<file path="config.mk">
export PLATFORM = sky130hd
export DESIGN_NAME = pdlz_ctrl
export DESIGN_NICKNAME = d
export VERILOG_FILES = /design/src/rtl/palmdoc_lz77_decompressor_unit_defines.svh /design/src/rtl/pdlz_pkg.sv /design/src/rtl/pdlz_ctrl.sv
export SDC_FILE = /design/constraint.sdc
export NUM_CORES = 1
export LEC_CHECK = 0
export BUFFER_PORTS_ARGS = -buffer_cell sky130_fd_sc_hd__buf_2
export CAP_MARGIN = 10
export CORE_AREA = 5 5 42 44
export CTS_BUF_LIST = sky130_fd_sc_hd__clkbuf_4 sky130_fd_sc_hd__clkbuf_8
export DETAILED_ROUTE_END_ITERATION = 12
export DIE_AREA = 0 0 47 49
export GPL_ROUTABILITY_DRIVEN = 0
export HOLD_SLACK_MARGIN = 0.08
export PLACE_DENSITY = 0.55
export RECOVER_POWER = 100
export SETUP_SLACK_MARGIN = 0.3
export SLEW_MARGIN = 40
export SYNTH_ARGS = -nofsm -noshare
export SYNTH_HDL_FRONTEND = slang
export SYNTH_SLANG_ARGS = --single-unit
</file>
<file path="constraint.sdc">
create_clock -name clk -period 2.3 [get_ports clk]
set_input_delay 0.46 -clock clk [delete_from_list [all_inputs] [get_ports clk]]
set_output_delay 0.46 -clock clk [all_outputs]
set_load 0.01 [all_outputs]
</file>
<file path="src/rtl/palmdoc_lz77_decompressor_unit_defines.svh">
// Assertion macros for the file that checks its own logic.
`ifndef PALMDOC_LZ77_DECOMPRESSOR_UNIT_DEFINES_SVH
`define PALMDOC_LZ77_DECOMPRESSOR_UNIT_DEFINES_SVH

// The consequent must hold in the same cycle as the antecedent.
`define PDLZ_ASSERT_IMP(label, ante, cons) \
	label: assert property (@(posedge clk) disable iff (!arst_n) (ante) |-> (cons)) \
		else $error("pdlz: same-cycle check failed");

// The consequent must hold in the cycle after the antecedent.
`define PDLZ_ASSERT_NEXT(label, ante, cons) \
	label: assert property (@(posedge clk) disable iff (!arst_n) (ante) |=> (cons)) \
		else $error("pdlz: next-cycle check failed");

`endif

</file>
<file path="src/rtl/pdlz_pkg.sv">
package pdlz_pkg;

	localparam int HISTORY_DEPTH = 2048;
	localparam int HIST_AW       = $clog2(HISTORY_DEPTH);
	localparam int DIST_W        = 11;

	localparam logic [7:0] CNT_LO     = 8'h01;
	localparam logic [7:0] CNT_HI     = 8'h08;
	localparam logic [7:0] PAIR_LO    = 8'h80;
	localparam logic [7:0] PAIR_HI    = 8'hBF;
	localparam logic [7:0] SPACE_LO   = 8'hC0;
	localparam logic [7:0] SPACE_CHAR = 8'h20;
	localparam logic [7:0] FLIP_MASK  = 8'h80;

	// What an incoming byte causes, given the current decoder state.
	typedef enum logic [1:0] {
		KIND_NONE,
		KIND_LIT,
		KIND_SPACE,
		KIND_COPY
	} pdlz_kind_t;

	typedef enum logic [1:0] {
		SEL_SPACE,
		SEL_LIT,
		SEL_HIST
	} pdlz_sel_t;

	typedef struct packed {
		logic      load;
		logic      emit;
		pdlz_sel_t sel;
		logic      last;
		logic      rd;
	} pdlz_cmd_t;

	typedef struct packed {
		pdlz_kind_t kind;
		logic       out_space;
		logic       rem_zero;
	} pdlz_sts_t;

endpackage

</file>
<file path="src/rtl/pdlz_ctrl.sv">
module pdlz_ctrl (
	input  logic                clk,
	input  logic                arst_n,
	input  logic                in_valid,
	output logic                in_ready,
	input  pdlz_pkg::pdlz_sts_t sts,
	output pdlz_pkg::pdlz_cmd_t cmd
);
	import pdlz_pkg::*;

	typedef enum logic [4:0] {
		ST_IDLE  = 5'b00001,
		ST_SPACE = 5'b00010,
		ST_LIT   = 5'b00100,
		ST_RD    = 5'b01000,
		ST_WR    = 5'b10000
	} pdlz_state_t;

	pdlz_state_t state_q;
	pdlz_state_t state_d;

	always_comb begin
		state_d  = state_q;
		in_ready = 1'b0;
		cmd      = '0;
		cmd.sel  = SEL_LIT;
		case (state_q)
			ST_IDLE: begin
				in_ready = 1'b1;
				if (in_valid) begin
					cmd.load = 1'b1;
					case (sts.kind)
						KIND_LIT:   state_d = ST_LIT;
						KIND_SPACE: state_d = ST_SPACE;
						KIND_COPY:  state_d = ST_RD;
						default:    state_d = ST_IDLE;
					endcase
				end
			end
			ST_SPACE: begin
				cmd.sel = SEL_SPACE;
				if (sts.out_space) begin
					cmd.emit = 1'b1;
					state_d  = ST_LIT;
				end
			end
			ST_LIT: begin
				cmd.last = 1'b1;
				if (sts.out_space) begin
					cmd.emit = 1'b1;
					state_d  = ST_IDLE;
				end
			end
			ST_RD: begin
				cmd.rd  = 1'b1;
				state_d = ST_WR;
			end
			ST_WR: begin
				cmd.sel  = SEL_HIST;
				cmd.last = sts.rem_zero;
				if (sts.out_space) begin
					cmd.emit = 1'b1;
					state_d  = sts.rem_zero ? ST_IDLE : ST_RD;
				end
			end
			default: state_d = ST_IDLE;
		endcase
	end

	always_ff @(posedge clk or negedge arst_n) begin
		if (!arst_n) begin
			state_q <= ST_IDLE;
		end else begin
			state_q <= state_d;
		end
	end

endmodule

</file>
==> results.md, run 1 <==
- Biggest regs: state_q: 5 flops
- Site Rows: 14
- Max-cap violations: 0
- Top FF cell, synth: dfrtp_1
- Routed Antenna Nets: 0
- Total vias in the final route: 418
- WP data arrival: 1560 ps
- Worst EP required: 1840 ps
- Worst hold slack: 534 ps
- Layout cells sized above 1: 44.8%
- # diodes: 0
- CTS Buf Count: 3
- Clock skew: 0.0405 ps
- Sequential cell fraction of total power: 27.5%
- Avg Cell Area, Syn: 9.07 um2
- Fin nets: 75
- Worst Path Class, Setup: reg2out
- Cell count along the critical path: 3
- Max FFs per register: 5
- Slew Limit Fails: 0
- Adder-Cell Fraction of Synth Area: 0%
- Storage cell area: 130 um2
- YS warnings: 0
- Busiest layer in global routing: met2
- Initial antenna violation count: 0
- Total wire length: 1040 um
- NetSw: 0.000225 W
- Area taken by multi-input logic gates: 288 um2
- Vias in the first global route: 397
- Deepest clock path buffer count: 2
- Hold EP: state_q[1]$_DFFE_PN0P_
- Final period utilization: 88.0%
- Largest family of logic cells by synthesized area: simple AND/OR/NAND/NOR gates
- Gr usage total: 9.83%
- Cell family with most CP delay: simple AND/OR/NAND/NOR gates
- CTS tree: yes
- XOR/XNOR Fraction of Synth Area: 2.01%
- Met2 Use GR: 14.9%
- Max-slew headroom: 76.8%
- R2R depth: 4
- Area grow syn2layout: 32.8%
- Die area: 2300 um2
- Initial DRT Pass Iterations: 4
- Lkg Pwr: 0.255 nW
- Fill count: 150
- Reg2Reg Launch Point: state_q[3]$_DFFE_PN0P_
- Cell Chain, Critical Path: or3_4 -> nor2b_1 -> buf_2
- Chip width: 47 um
- Final min period: 2020 ps
- Compound-cell area share of the yosys netlist: 26.7%
- Internal power: 0.000351 W
- I/O pin total: 14
- Status: finished, final reports clean
- Final setup viols: 0
- Crit Path Max Fanout: 9
- First-pass GRT wire length: 1700 um
- Syn_nets: 55
- Max H-tree Level: 1
- Async SR Flop Fraction: 100%
- Library cells used by synthesis: 32
- PD cells: 996 nW/um2
- Via density: 5.04
- RSZ-0062 raised after global routing: yes
- Synth Area in Simple Gates: 32.8%
- R2R Path End: state_q[3]$_DFFE_PN0P_
- DRC viols: 0
- Startpoint types: flip-flop
- DP HPWL: 824 um
- WHS Path Cells: 2
- Sw Share: 39.1%
- CP bufs+invs: 1
- Wire per inst: 12.5 um
- Worst-Margin Slew: 348 ps
- Core area: 1400 um2
- FF+latch count, synth: 5
- Max rail drop VDD: 0.452 mV
- Top reg by flops: state_q
- Initial core utilization: 31.1%
- Sink Count: 5
- Port bufs: 13
- Routing usage on met3: 2.21%
- Clock share of power: 19.3%
- DRT iter0 DRCs: 10
- GRT Residual Overflow: 0
- Gate power share: 53.2%
- M1 GR Usage: 12.2%
- Mux share of post-synthesis cell area: 2.59%
- EDFF count, synth: 0
- Setup TNS: 0 ps
- Power Total: 0.000576 W
- R2R Setup Slk: 760 ps
- Min-delay worst type: in2reg
- Fin util: 41.3%
- Slowest CP cell: dfrtp_2
- Max stage delay on crit path: 450 ps
- Largest net degree at the start of global routing: 10
- Worst setup EP type: output pin
- Worst-Skew Late Latency: 240 ps
- Min-delay src: in_valid
- CTS root buffer: clkbuf_4
- Chip height: 49 um
- Mapped Area: 435 um2
- Final hold vios: 0
- Seq/Total Area, Yosys: 29.0%
- Post-synthesis cell count: 48
- CTS clk-pin slew, worst paths: 40 ps
- Max Freq: 494 MHz
==> synth_stat cells (2+ instances only) <==
master	n	area (um2)
nor2b_1	3	18.8
dfrtp_1	4	100
buf_4	2	15.0
inv_1	4	15.0
nor3_1	3	15.0
nand2_1	2	7.51
nor2_1	3	11.3
a211oi_1	2	15.0
and2_1	2	12.5
==> per-stage QoR <==
stage | instances | worst slack (ps) | area, um2
floorplan | 48 | 448 | 435
global placement | 75 | 462 | 505
detailed placement | 75 | 461 | 505
CTS | 80 | 290 | 554
global route | 83 | 169 | 578
finish | 83 | 277 | 578
==> layout by cell type, fill, tap and decap left out, types with 3 or more instances in the layout <==
master    count
dfrtp_2       3
inv_1         4
buf_4         3
nor2_1        3
buf_2        11
nor2b_1       4
clkbuf_4      4
nor3_1        3
==> worst max-delay path by stage <==
stage                                      start  endpoint
after floorplan           state_q[3]$_DFFE_PN0P_    cmd[4]
after global placement    state_q[3]$_DFFE_PN0P_    cmd[4]
after detailed placement  state_q[3]$_DFFE_PN0P_    cmd[4]
after CTS                 state_q[2]$_DFFE_PN0P_    cmd[1]
after global routing      state_q[2]$_DFFE_PN0P_    cmd[3]
final                     state_q[3]$_DFFE_PN0P_    cmd[3]
==> power by group through the flow <==
stage | sequential (W) | combinational, W | clock (W)
floorplan | 0.000141 | 0.000222 | 0
global placement | 0.000157 | 0.000281 | 0
detailed placement | 0.000156 | 0.000276 | 0
CTS | 0.000157 | 0.000291 | 0.000117
global route | 0.000162 | 0.000338 | 0.000128
finish | 0.000158 | 0.000306 | 0.000111
==> repair_timing <==
action	in CTS	in global routing
endpoints found under the setup margin	1	5
buffers inserted	0	3
resized for setup	3	8
hold buffers	1	0
endpoints found under the hold margin	4	0
==> per-layer routing <==
metal | vias to the layer above | wire length [um]
met5 | - | 0
met4 | 0 | 17
met3 | 2 | 42
met2 | 9 | 525
met1 | 194 | 454
li1 | 213 | -
==> cell families (layout without fill, tap and decap cells) <==
family          count (synthesis)  after routing
xor+xnor                        1              1
buf+inv                         6             25
mux                             1              1
flops                           5              5
compound gates                 13             13
simple gates                   22             22
==> layout make-up <==
class / count / area share, %
multi-input cells: 37 / 49.8
flip-flops and latches: 5 / 22.5
repair buffers: 17 / 16.5
clock buffers: 4 / 5.19
well taps: 16 / 3.46
inverters: 4 / 2.60
Power figures use the tool's default switching activity.
==> run 2: changes to the inputs <==
--- a/config.mk
+++ b/config.mk
@@ -13,7 +13,7 @@
 export DIE_AREA = 0 0 47 49
 export GPL_ROUTABILITY_DRIVEN = 0
 export HOLD_SLACK_MARGIN = 0.08
-export PLACE_DENSITY = 0.55
+export PLACE_DENSITY = 0.58
 export RECOVER_POWER = 100
 export SETUP_SLACK_MARGIN = 0.3
 export SLEW_MARGIN = 40
==> constraint.sdc (replaced) <==
create_clock -name clk -period 1.8 [get_ports clk]
set_input_delay 0.36 -clock clk [delete_from_list [all_inputs] [get_ports clk]]
set_output_delay 0.36 -clock clk [all_outputs]
set_load 0.01 [all_outputs]
==> run 2 against run 1 <==
Net effect:
- power grew 63%
- count of clock-buffer cells in the layout unchanged
- critical path depth increased by 1
- clock skew is 12 ps higher
- utilization is 13 points higher
- global-route usage rose by 3.2 points
- cell count grew 11%
- non-clock buffer count grew 9
- sequential power increased by 34%
- die area is the same
- design area rose by 33%
==> results.md, run 2 (same netlist as run 1, synthesis figures left out) <==
- Status: finished, final reports clean
- Max Freq: 556 MHz
- Area grow syn2layout: 76.1%
- Clock skew: 12.0 ps (+11.9 ps)
- # diodes: 0 (unchanged)
- Power Total: 0.000939 W (+63%)
- GRT Residual Overflow: 0 (unchanged)
- Initial DRT Pass Iterations: 4 (unchanged)
- DP HPWL: 857 um (+3.9%)
- CTS Buf Count: 3 (unchanged)
- Max stage delay on crit path: 440 ps (about the same)
- CP bufs+invs: 1 (unchanged)
- R2R Setup Slk: 120 ps (-640 ps)
- CTS root buffer: clkbuf_4
- Lkg Pwr: 0.326 nW (+28%)
- Startpoint types: flip-flop
- CTS tree: yes
- Reg2Reg Launch Point: state_q[4]$_DFFE_PN0P_
- Busiest layer in global routing: met2
- Wire per inst: 13.6 um (+8.3%)
- Final min period: 1800 ps
- Core area: 1400 um2 (unchanged)
- Total vias in the final route: 491 (+17%)
- Max H-tree Level: 1 (unchanged)
- Routed Antenna Nets: 0 (unchanged)
- Chip height: 49 um (unchanged)
- Port bufs: 13 (unchanged)
- Site Rows: 14 (unchanged)
- Max rail drop VDD: 0.736 mV (+63%)
- Chip width: 47 um (unchanged)
- RSZ-0062 raised after global routing: yes
- Routing usage on met3: 4.06% (+1.8 points)
- Worst EP required: 1440 ps (-400 ps)
- Cell family with most CP delay: simple AND/OR/NAND/NOR gates
- Max FFs per register: 5 (unchanged)
- Sink Count: 5 (unchanged)
- Min-delay src: in_valid
- Final hold vios: 0 (unchanged)
- Total wire length: 1250 um (+20%)
- Hold EP: state_q[1]$_DFFE_PN0P_
- Die area: 2300 um2 (unchanged)
- WHS Path Cells: 2 (unchanged)
- First-pass GRT wire length: 2170 um (+28%)
- Final setup viols: 0 (unchanged)
- Worst setup EP type: output pin
- Slew Limit Fails: 0 (unchanged)
- Top reg by flops: state_q
- Pre-CTS WS: 160 ps (-301 ps)
- Setup TNS: 0 ps (unchanged)
- Deepest clock path buffer count: 2 (unchanged)
- Fill count: 136 (-9.3%)
- R2R depth: 6 (+2)
- Biggest regs: state_q: 5 flops
- Worst setup margin: 0.243 ps (-277 ps)
- PD cells: 1220 nW/um2 (+23%)
- DRT iter0 DRCs: 7 (-3)
- Met2 Use GR: 20.1% (+5.2 points)
- Min-delay worst type: in2reg
- CTS clk-pin slew, worst paths: 40 ps (about the same)
- Fin nets: 84 (+12%)
- Worst-Skew Late Latency: 250 ps (about the same)
- Max-slew headroom: 75.7% (-1.1 points)
- Vias in the first global route: 536 (+35%)
- Cell Chain, Critical Path: or3_4 -> nor2_4 -> and2_4 -> buf_6
- Worst Path Class, Setup: reg2out
- R2R Path End: state_q[2]$_DFFE_PN0P_
- Worst hold slack: 447 ps (-87.6 ps)
- Max-cap violations: 0 (unchanged)
- Crit Path Max Fanout: 6 (-3)
- Largest net degree at the start of global routing: 7 (-3)
- M1 GR Usage: 14.9% (+2.6 points)
- Initial antenna violation count: 0 (unchanged)
- DRC viols: 0 (unchanged)
- Via density: 5.34 (+6.0%)
- I/O pin total: 14 (unchanged)
- Worst-Margin Slew: 365 ps (+16.4 ps)
- Slowest CP cell: dfrtp_2
- Initial core utilization: 31.1% (unchanged)
- Final period utilization: 100%
- Commonest non-fill, non-tap cell in the layout: buf_2
- WP data arrival: 1440 ps (-120 ps)
- Gr usage total: 13.1% (+3.2 points)
- Commonest non-fill, non-tap cells in the layout: buf_2, buf_6, buf_4
- Layout cells sized above 1: 65.8% (+21 points)
run 2: cell count changes in the layout (fill, tap and decap cells not counted), moves of 2 or more:
cell,previous run,this run
buf_2,11,9
buf_4,3,7
buf_6,0,7
nor2_1,3,0
nor2_4,0,2
run 2: worst max-delay path by stage:
stage | from | end | slack (ps) | depth (start not counted)
2_1_floorplan | state_q[3]$_DFFE_PN0P_ | cmd[4] | 270 | 2
3_3_place_gp | state_q[4]$_DFFE_PN0P_ | cmd[2] | 170 | 3
3_5_place_dp | state_q[3]$_DFFE_PN0P_ | cmd[4] | 160 | 3
4_1_cts | state_q[2]$_DFFE_PN0P_ | cmd[5] | -10 | 4
5_1_grt | state_q[4]$_DFFE_PN0P_ | cmd[4] | -50 | 3
6_report | state_q[2]$_DFFE_PN0P_ | cmd[5] | 0.2 | 4
run 2: what timing repair did:
| item | 4_1_cts | 5_1_grt |
|---|---|---|
| hold buffers | 1 | 0 |
| resized for setup | 17 | 5 |
| endpoints found under the setup margin | 8 | 9 |
| endpoints found under the hold margin | 4 | 0 |
| setup buffers | 8 | 3 |
| pin swaps | 6 | 5 |
run 2: layer usage:
layer | wire [um] | vias to the layer above
li1 | - | 236
met1 | 491 | 230
met2 | 643 | 19
met3 | 58 | 6
met4 | 55 | 0
met5 | 0 | -
run 2: cell type report:
class	instances	area [um2]	area share (%)
Multi-Input combinational cell	37	360	47.0
Tap cell	16	20.0	2.61
Timing Repair Buffer	26	210	27.4
Clock buffer	4	30.0	3.92
Sequential cell	5	131	17.1
Inverter	4	15.0	1.96
run 2: per-stage QoR:
step	cells	utilization, %	area [um2]
6_report	92	54.7	767
5_1_grt	92	54.7	767
4_1_cts	89	51.2	718
3_5_place_dp	76	38.1	534
3_3_place_gp	76	38.1	534
2_1_floorplan	48	-	457
run 2: power by group:
group	switching [W]	internal, W	total (W)
clock network	0.0000489	0.0000990	0.000148
registers	0.0000557	0.000155	0.000211
logic	0.000269	0.000312	0.000581
